$ cat config.mk
export PLATFORM = sky130hd
export DESIGN_NAME = infix_int_expression_evaluator
export DESIGN_NICKNAME = d
export VERILOG_FILES = /design/src/hw/rtl/iiee_pkg.sv /design/src/hw/rtl/iiee_front.sv /design/src/hw/rtl/iiee_queue.sv /design/src/hw/rtl/iiee_div.sv /design/src/hw/rtl/iiee_back.sv /design/src/hw/rtl/infix_int_expression_evaluator.sv
export SDC_FILE = /design/constraint.sdc
export NUM_CORES = 2
export LEC_CHECK = 0
export BUFFER_PORTS_ARGS = -buffer_cell sky130_fd_sc_hd__buf_2
export CAP_MARGIN = 40
export CORE_MARGIN = 5
export CORE_UTILIZATION = 48
export CTS_BUF_LIST = sky130_fd_sc_hd__clkbuf_4 sky130_fd_sc_hd__clkbuf_8
export DETAILED_ROUTE_END_ITERATION = 6
export PLACE_DENSITY = 0.72
export SYNTH_ARGS = -nofsm -noshare
export SYNTH_HDL_FRONTEND = slang
export SYNTH_HIERARCHICAL = 1
export SYNTH_SLANG_ARGS = --single-unit
$ cat constraint.sdc
create_clock -name clk -period 11.5 [get_ports clk]
set_clock_uncertainty 0.15 [all_clocks]
set_input_delay 0.575 -clock clk [delete_from_list [all_inputs] [get_ports clk]]
set_output_delay 0.575 -clock clk [all_outputs]
set_load 0.005 [all_outputs]
$ cat src/hw/rtl/iiee_pkg.sv
// Package for the infix integer expression evaluator.
// Holds the token codes, the status codes, the queued command type and the sizes.
// It depends on nothing else.
package iiee_pkg;

  localparam int WORD_W          = 32;
  localparam int OP_W            = 2;
  localparam int S_TDATA_W       = 40;  // token_value, op_code, zero fill to whole bytes
  localparam int M_TDATA_W       = 32;
  localparam int QUEUE_DEPTH_DEF = 4;

  localparam logic            KIND_INT = 1'b0;
  localparam logic [OP_W-1:0] OP_ADD   = 2'd0;
  localparam logic [OP_W-1:0] OP_SUB   = 2'd1;
  localparam logic [OP_W-1:0] OP_MUL   = 2'd2;
  localparam logic [OP_W-1:0] OP_DIV   = 2'd3;

  typedef enum logic [1:0] {
    ST_OK        = 2'd0,
    ST_BAD_TOKEN = 2'd1,
    ST_BAD_END   = 2'd2,
    ST_DIV_ZERO  = 2'd3
  } status_t;

  // token as the back end sees it
  typedef struct packed {
    logic              is_operand;
    logic              is_sum_op;   // + or -
    logic              sub;
    logic              is_div;
    logic              last;
    logic [WORD_W-1:0] value;
  } cmd_t;

endpackage

$ cat src/hw/rtl/iiee_front.sv
// Front end: accepts tokens from the input stream and classifies them.
// Holds one classified token until the command queue takes it. Uses iiee_pkg.
module iiee_front import iiee_pkg::*; (
  input  logic                 clk,
  input  logic                 rst,
  input  logic                 s_tvalid,
  output logic                 s_tready,
  input  logic [S_TDATA_W-1:0] s_tdata,   // [31:0] token_value, [33:32] op_code
  input  logic                 s_tlast,   // last_token
  input  logic                 s_tuser,   // token_kind
  output logic                 cmd_valid,
  input  logic                 cmd_ready,
  output cmd_t                 cmd
);

  logic [OP_W-1:0] op;
  cmd_t            cls;

  assign op       = s_tdata[WORD_W+OP_W-1:WORD_W];
  assign s_tready = !cmd_valid || cmd_ready;

  always_comb begin
    cls.is_operand = (s_tuser == KIND_INT);
    cls.is_sum_op  = (op == OP_ADD) || (op == OP_SUB);
    cls.sub        = (op == OP_SUB);
    cls.is_div     = (op == OP_DIV);
    cls.last       = s_tlast;
    cls.value      = s_tdata[WORD_W-1:0];
  end

  always_ff @(posedge clk) begin
    if (rst) begin
      cmd_valid <= 1'b0;
    end else if (s_tready) begin
      cmd_valid <= s_tvalid;
    end
    if (s_tvalid && s_tready) begin
      cmd <= cls;
    end
  end

endmodule

$ cat src/hw/rtl/iiee_queue.sv
// Command queue between front and back end.
// Small register FIFO of classified tokens. Uses iiee_pkg.
module iiee_queue import iiee_pkg::*; #(
  parameter int DEPTH = QUEUE_DEPTH_DEF
) (
  input  logic clk,
  input  logic rst,
  input  logic push_valid,
  output logic push_ready,
  input  cmd_t push_cmd,
  output logic pop_valid,
  input  logic pop,
  output cmd_t pop_cmd
);

  localparam int PTR_W = (DEPTH > 1) ? $clog2(DEPTH) : 1;
  localparam int CNT_W = $clog2(DEPTH + 1);

  cmd_t             entries [DEPTH];
  logic [PTR_W-1:0] wr_ptr;
  logic [PTR_W-1:0] rd_ptr;
  logic [CNT_W-1:0] count;
  logic             do_push;
  logic             do_pop;

  assign push_ready = (count != CNT_W'(DEPTH));
  assign pop_valid  = (count != '0);
  assign do_push    = push_valid && push_ready;
  assign do_pop     = pop && pop_valid;
  assign pop_cmd    = entries[rd_ptr];

  always_ff @(posedge clk) begin
    if (rst) begin
      wr_ptr <= '0;
      rd_ptr <= '0;
      count  <= '0;
    end else begin
      if (do_push) begin
        wr_ptr <= (wr_ptr == PTR_W'(DEPTH - 1)) ? '0 : wr_ptr + 1'b1;
      end
      if (do_pop) begin
        rd_ptr <= (rd_ptr == PTR_W'(DEPTH - 1)) ? '0 : rd_ptr + 1'b1;
      end
      if (do_push && !do_pop) begin
        count <= count + 1'b1;
      end else if (!do_push && do_pop) begin
        count <= count - 1'b1;
      end
    end
    if (do_push) begin
      entries[wr_ptr] <= push_cmd;
    end
  end

endmodule

$ cat src/hw/rtl/iiee_div.sv
// Signed 32-bit divider, truncating toward zero, one quotient bit per cycle.
// Restoring division on magnitudes; done pulses once the last quotient bit is in. Uses iiee_pkg.
module iiee_div import iiee_pkg::*; (
  input  logic              clk,
  input  logic              rst,
  input  logic              start,
  input  logic [WORD_W-1:0] dividend,
  input  logic [WORD_W-1:0] divisor,
  output logic              done,
  output logic [WORD_W-1:0] quotient
);

  localparam int CNT_W = $clog2(WORD_W);

  logic              busy;
  logic [CNT_W-1:0]  cnt;
  logic [WORD_W-1:0] rem;
  logic [WORD_W-1:0] quo;
  logic [WORD_W-1:0] dmag;
  logic              neg;
  logic [WORD_W:0]   shifted;
  logic [WORD_W:0]   diff;

  assign shifted  = {rem, quo[WORD_W-1]};
  assign diff     = shifted - {1'b0, dmag};
  assign quotient = neg ? WORD_W'(-quo) : quo;

  always_ff @(posedge clk) begin
    if (rst) begin
      busy <= 1'b0;
      done <= 1'b0;
    end else begin
      done <= 1'b0;
      if (start) begin
        busy <= 1'b1;
      end else if (busy && cnt == '0) begin
        busy <= 1'b0;
        done <= 1'b1;
      end
    end
    if (start) begin
      cnt  <= CNT_W'(WORD_W - 1);
      rem  <= '0;
      quo  <= dividend[WORD_W-1] ? WORD_W'(-dividend) : dividend;
      dmag <= divisor[WORD_W-1] ? WORD_W'(-divisor) : divisor;
      neg  <= dividend[WORD_W-1] ^ divisor[WORD_W-1];
    end else if (busy) begin
      cnt <= cnt - 1'b1;
      if (!diff[WORD_W]) begin
        rem <= diff[WORD_W-1:0];
        quo <= {quo[WORD_W-2:0], 1'b1};
      end else begin
        rem <= shifted[WORD_W-1:0];
        quo <= {quo[WORD_W-2:0], 1'b0};
      end
    end
  end

endmodule

$ cat src/hw/rtl/iiee_back.sv
// Back end: evaluates queued tokens with two precedence levels.
// Keeps sum and term accumulators, uses iiee_div for division, owns the result
// register. Uses iiee_pkg.
module iiee_back import iiee_pkg::*; (
  input  logic                 clk,
  input  logic                 rst,
  input  logic                 cmd_valid,
  output logic                 cmd_pop,
  input  cmd_t                 cmd,
  output logic                 m_tvalid,
  input  logic                 m_tready,
  output logic [M_TDATA_W-1:0] m_tdata,
  output logic [1:0]           m_tuser
);

  typedef enum logic [1:0] {
    TOP_NONE = 2'd0,
    TOP_MUL  = 2'd1,
    TOP_DIV  = 2'd2
  } term_op_t;

  typedef enum logic [1:0] {
    B_RUN = 2'b01,
    B_DIV = 2'b10
  } bstate_t;

  bstate_t           state, state_next;
  logic              expect_operand, expect_operand_next;
  logic [WORD_W-1:0] sum_acc, sum_acc_next;
  logic              pending_sub, pending_sub_next;
  logic [WORD_W-1:0] term_acc, term_acc_next;
  term_op_t          pending_term_op, pending_term_op_next;
  status_t           error_code, error_code_next;
  logic              last_hold;
  logic              div_start;
  logic              div_done;
  logic [WORD_W-1:0] div_q;
  logic              fin;
  status_t           fin_status;
  logic [WORD_W-1:0] fin_value;

  iiee_div u_div (
    .clk      (clk),
    .rst      (rst),
    .start    (div_start),
    .dividend (term_acc),
    .divisor  (cmd.value),
    .done     (div_done),
    .quotient (div_q)
  );

  always_comb begin
    state_next           = state;
    expect_operand_next  = expect_operand;
    sum_acc_next         = sum_acc;
    pending_sub_next     = pending_sub;
    term_acc_next        = term_acc;
    pending_term_op_next = pending_term_op;
    error_code_next      = error_code;
    cmd_pop              = 1'b0;
    div_start            = 1'b0;
    fin                  = 1'b0;
    fin_status           = ST_OK;
    fin_value            = '0;

    case (state)
      B_RUN: begin
        // a last token waits until the result register is free
        if (cmd_valid && (!cmd.last || !m_tvalid || m_tready)) begin
          cmd_pop = 1'b1;
          if (error_code == ST_OK) begin
            if (expect_operand) begin
              if (!cmd.is_operand) begin
                error_code_next = ST_BAD_TOKEN;
              end else if (pending_term_op == TOP_MUL) begin
                term_acc_next       = term_acc * cmd.value;
                expect_operand_next = 1'b0;
              end else if (pending_term_op == TOP_DIV) begin
                if (cmd.value == '0) begin
                  error_code_next = ST_DIV_ZERO;
                end else begin
                  div_start  = 1'b1;
                  state_next = B_DIV;
                end
              end else begin
                term_acc_next       = cmd.value;
                expect_operand_next = 1'b0;
              end
            end else begin
              if (cmd.is_operand) begin
                error_code_next = ST_BAD_TOKEN;
              end else if (cmd.is_sum_op) begin
                sum_acc_next         = pending_sub ? sum_acc - term_acc : sum_acc + term_acc;
                pending_sub_next     = cmd.sub;
                term_acc_next        = '0;
                pending_term_op_next = TOP_NONE;
                expect_operand_next  = 1'b1;
              end else begin
                pending_term_op_next = cmd.is_div ? TOP_DIV : TOP_MUL;
                expect_operand_next  = 1'b1;
              end
            end
          end
          fin = cmd.last && !div_start;
        end
      end
      B_DIV: begin
        if (div_done) begin
          term_acc_next       = div_q;
          expect_operand_next = 1'b0;
          state_next          = B_RUN;
          fin                 = last_hold;
        end
      end
      default: begin
        state_next = B_RUN;
      end
    endcase

    if (fin) begin
      if (error_code_next == ST_OK && expect_operand_next) begin
        fin_status = ST_BAD_END;
      end else begin
        fin_status = error_code_next;
      end
      if (fin_status == ST_OK) begin
        fin_value = pending_sub_next ? sum_acc_next - term_acc_next
                                     : sum_acc_next + term_acc_next;
      end
      // back to the start of a fresh expression
      expect_operand_next  = 1'b1;
      sum_acc_next         = '0;
      pending_sub_next     = 1'b0;
      term_acc_next        = '0;
      pending_term_op_next = TOP_NONE;
      error_code_next      = ST_OK;
    end
  end

  always_ff @(posedge clk) begin
    if (rst) begin
      state           <= B_RUN;
      expect_operand  <= 1'b1;
      sum_acc         <= '0;
      pending_sub     <= 1'b0;
      term_acc        <= '0;
      pending_term_op <= TOP_NONE;
      error_code      <= ST_OK;
      m_tvalid        <= 1'b0;
    end else begin
      state           <= state_next;
      expect_operand  <= expect_operand_next;
      sum_acc         <= sum_acc_next;
      pending_sub     <= pending_sub_next;
      term_acc        <= term_acc_next;
      pending_term_op <= pending_term_op_next;
      error_code      <= error_code_next;
      if (fin) begin
        m_tvalid <= 1'b1;
      end else if (m_tready) begin
        m_tvalid <= 1'b0;
      end
    end
    if (div_start) begin
      last_hold <= cmd.last;
    end
    if (fin) begin
      m_tdata <= fin_value;
      m_tuser <= fin_status;
    end
  end

endmodule

$ cat src/hw/rtl/infix_int_expression_evaluator.sv
// Top level of the infix integer expression evaluator.
// Connects iiee_front, iiee_queue and iiee_back. Uses iiee_pkg.
//
// Input stream: one token per transaction. s_tuser is the token kind (0 integer,
// 1 operator), s_tdata carries the literal and the operator code, s_tlast marks
// the last token of an expression. Output stream: one transaction per expression,
// m_tdata the value (zero on error), m_tuser the status (ok, unexpected token,
// unexpected end, divide by zero).
// The front end registers and classifies each token; a queue of QUEUE_DEPTH
// tokens decouples it from the back end, so the input keeps flowing while the
// back end divides or the output stalls.
// Throughput: one token per cycle for literals after + - * and for operators while
// the queue holds tokens and no last token waits for the output; a literal after /
// waits for the bit-serial divider (one quotient bit per cycle). A last token goes
// through the front-end register, the queue and the result register, a last divisor
// also through the divider. Reset clears the queue, the accumulators and the result
// valid; the block takes tokens in the next cycle. While m_tready is low the
// result holds; the back end keeps evaluating until it meets the next last token,
// then the queue and front end fill and s_tready drops.
module infix_int_expression_evaluator import iiee_pkg::*; #(
  parameter int QUEUE_DEPTH = QUEUE_DEPTH_DEF
) (
  input  logic                 clk,
  input  logic                 rst,
  input  logic                 s_tvalid,
  output logic                 s_tready,
  input  logic [S_TDATA_W-1:0] s_tdata,   // [31:0] token_value, [33:32] op_code, rest zero
  input  logic                 s_tlast,   // last_token
  input  logic                 s_tuser,   // token_kind
  output logic                 m_tvalid,
  input  logic                 m_tready,
  output logic [M_TDATA_W-1:0] m_tdata,   // [31:0] result_value
  output logic [1:0]           m_tuser    // [1:0] status
);

  logic f_valid;
  logic f_ready;
  cmd_t f_cmd;
  logic q_valid;
  logic q_pop;
  cmd_t q_cmd;

  iiee_front u_front (
    .clk       (clk),
    .rst       (rst),
    .s_tvalid  (s_tvalid),
    .s_tready  (s_tready),
    .s_tdata   (s_tdata),
    .s_tlast   (s_tlast),
    .s_tuser   (s_tuser),
    .cmd_valid (f_valid),
    .cmd_ready (f_ready),
    .cmd       (f_cmd)
  );

  iiee_queue #(
    .DEPTH (QUEUE_DEPTH)
  ) u_queue (
    .clk        (clk),
    .rst        (rst),
    .push_valid (f_valid),
    .push_ready (f_ready),
    .push_cmd   (f_cmd),
    .pop_valid  (q_valid),
    .pop        (q_pop),
    .pop_cmd    (q_cmd)
  );

  iiee_back u_back (
    .clk       (clk),
    .rst       (rst),
    .cmd_valid (q_valid),
    .cmd_pop   (q_pop),
    .cmd       (q_cmd),
    .m_tvalid  (m_tvalid),
    .m_tready  (m_tready),
    .m_tdata   (m_tdata),
    .m_tuser   (m_tuser)
  );

endmodule

==> results.sh <==
export IMPL_outcome="finished clean"
export IMPL_synth_compound_area_share_pct=12.50
export IMPL_slew_headroom_pct=19.06
export IMPL_yosysWarnings=6
export IMPL_globalRoute_busiestLayer="met2"
export IMPL_cts_tree="built"
export IMPL_async_reset_ff_share_pct=0
export IMPL_cp_arrival_ns=11.46
export IMPL_slowest_delay_ns=0.69
export IMPL_critPathRequiredTime_ns=11.92
export IMPL_die_w_um=303.1
export IMPL_synth_area_leaders="edfxtp_1 21%, fa_1 20%, ha_1 7.1%"
export IMPL_pre_cts_ws_ns=-0.04044
export IMPL_cts_inserted_buffers=76
export IMPL_avgViaCountPerCell=5.904
export IMPL_synth_top_area_share_pct=20.76
export IMPL_tightestPinTransition_ns=1.214
export IMPL_antenna_found_initial=5
export IMPL_layout_min_cycle_time_ns=11.04
export IMPL_vias=33300
export IMPL_cts_root_buffer="clkbuf_8"
export IMPL_clk_pin_slew_ns=0.06
export IMPL_crit_path_frequent_cell="fa_1"
export IMPL_cp_max_fo=13
export IMPL_nNetsFinal=5123
export IMPL_dp_hpwl_um=95440
export IMPL_clk_latency_ns=0.77
export IMPL_syn_to_final_growth_pct=10.28
export IMPL_met3_usage_pct=6.154
export IMPL_startpoint_type="register"
export IMPL_io_pins=82
export IMPL_cp_end_kind="register"
export IMPL_maxCapViolations=0
export IMPL_grtUsageMet1_pct=37.06
export IMPL_grt_overflow=0
export IMPL_clockBufferDepth=3
export IMPL_yosys_area_top_type="edfxtp_1"
export IMPL_start_util_pct=48.35
export IMPL_ant_nets=0
export IMPL_row_count=107
export IMPL_layout_setup_ws_ns=0.4589
export IMPL_critical_path_class="register to register"
export IMPL_hold_viol_final=0
export IMPL_ys_seq_area_share_pct=26.68
export IMPL_synth_simple_area_share_pct=17.12
export IMPL_syn_instance_count=4341
export IMPL_synthesis_nets=5034
export IMPL_drive_gt1_share_pct=10.89
export IMPL_cp_slowest_cell="mux4_2"
export IMPL_multiInputGateArea_mm2=0.02754
export IMPL_finalMaxSlewViolations=0
export IMPL_synth_top_family_by_area="adder cells"
export IMPL_htree_num_levels=3
export IMPL_wire_per_inst_um=22.95
export IMPL_synthTopCellsByCount="500 x inv_1, 437 x nand2_1, 412 x fa_1"
export IMPL_wl_um=129400
export IMPL_drc=0
export IMPL_synthMuxAreaShare_pct=3.235
export IMPL_track_usage_pct=28.49
export IMPL_die_area_mm2=0.09186
export IMPL_grt_pass1_vias=33740
export IMPL_rsz0062_at_grt="false"
export IMPL_ys_ff_latch=407
export IMPL_fmaxAchievable_ghz=0.09057
export IMPL_syn_avg_cell_area_um2=9.498
export IMPL_synthAdderAreaFrac_pct=27.14
export IMPL_period_share_pct=96.01
export IMPL_place_gp_congestion=1.034
export IMPL_hp_class="primary input to register"
export IMPL_use_met2_pct=45.52
export IMPL_yosys_area_share_xor_xnor_pct=6.427
export IMPL_synth_top_flop_cell="edfxtp_1"
export IMPL_grt_pass1_wl_um=200100
export IMPL_synth_edf_count=285
export IMPL_numPortBuffers=75
export IMPL_core_area_mm2=0.08528
export IMPL_cts_num_sinks=407
export IMPL_syn_area_mm2=0.04123
export IMPL_synth_most_common_cell="inv_1"
export IMPL_seqCellArea_mm2=0.01101
export IMPL_setup_viol=0
export IMPL_die_h_um=303.1
export IMPL_dr_pass1_iters=7
export IMPL_synth_distinct_cells=107
export IMPL_grt_start_max_net_pins=78
export IMPL_n_fill_cell=7595
export IMPL_drt_iter0_markers=3224
-- routing by layer --
metal,vias to the layer above,part of all wire [%]
met5,-,0
met4,0,5.8
met3,401,9.8
met2,1632,45
met1,16390,39
li1,14880,-
-- cells by family after synthesis --
family | count (synthesis)
AO/OA/AOI/OAI | 780
XOR/XNOR | 301
adder cells (fa/ha/maj) | 647
buffers and inverters | 740
flip-flops | 407
multiplexers | 85
AND/OR/NAND/NOR | 1381
-- registers in the layout, summed over array words and instances, names as in the netlist, 2 cells and up, named ones only --
signal	flops
u_back/u_div/quo	32
u_back/u_div/cnt	5
u_back/pending_term_op	2
u_queue/wr_ptr	2
u_queue/rd_ptr	2
u_back/m_tdata	32
u_back/error_code	2
u_queue/entries	148
u_queue/count	3
u_back/u_div/dmag	32
u_back/term_acc	32
u_back/state	2
u_front/cmd	37
u_back/m_tuser	2
u_back/u_div/rem	32
u_back/sum_acc	32
-- repair_timing --
action | in CTS | in global routing
hold buffers | 37 | 0
pin swaps | 0 | 3
buffers inserted | 3 | 2
hold endpoints to repair | 38 | 0
setup endpoints to repair | 1 | 3
resized for setup | 1 | 28
gates cloned | 1 | 0
-- cell type report --
type                    instances  share of cell area, %
clock inverters                41                  1.048
diodes                          4                0.02201
inverters                     501                  4.136
repair buffers                249                  4.117
flip-flops and latches        407                  24.21
well taps                    1144                  3.148
clock buffers                  98                  2.746
multi-input cells            3195                  60.57
-- metrics by stage --
stage	hold slack [ns]	area (um^2)	utilization, %	std cells	TNS, ns
2_1_floorplan	0.2912	41230	-	4341	0
3_3_place_gp	0.3128	43010	50.44	5443	0
3_5_place_dp	0.3180	43160	50.61	5453	-0.04044
4_1_cts	0.01651	45320	53.14	5633	0
5_1_grt	0.04833	45460	53.31	5637	0
6_report	0.06649	45470	53.32	5639	0
-- worst max-delay path: cells and delay by family (launching register included) --
kind,cells,cell delay (ns)
fa+ha+maj,10,4.67
compound gates,11,2.48
simple gates,7,0.94
buf+inv,7,0.80
xor+xnor,3,0.77
mux,1,0.69
flops,1,0.41
-- cell usage in the layout, fill, tap and decap left out, drive strengths merged, types with 38 or more instances in the layout --
cell type,Yosys,routed
o21ai,145,145
nor2b,59,59
a211oi,50,50
buf,30,212
xnor2,201,201
a21oi,219,219
nand2,438,438
and2,316,316
dfxtp,122,122
clkbuf,209,98
fa,412,412
xor2,99,99
mux4,37,38
nor2,249,249
ha,235,235
a21o,58,58
edfxtp,285,285
inv,500,505
o31ai,42,42
nand3,45,45
nor3,57,57
-- path summary, 6_finish.rpt --
check | depth (start not counted) | endpoint | from | slack (ns)
min reg2reg | 0 | u_queue/entries[1][10] | u_front/cmd[10] | 0.33
max | 39 | u_back/m_tdata[31] | register | 0.46
min | 4 | u_back/m_tvalid | m_tready | 0.07
max reg2reg | 39 | u_back/m_tdata[31] | register | 0.46
Power is left out: the tool's default activity adds up to more than one toggle a clock period on the data nets, which glitch-free logic cannot reach.
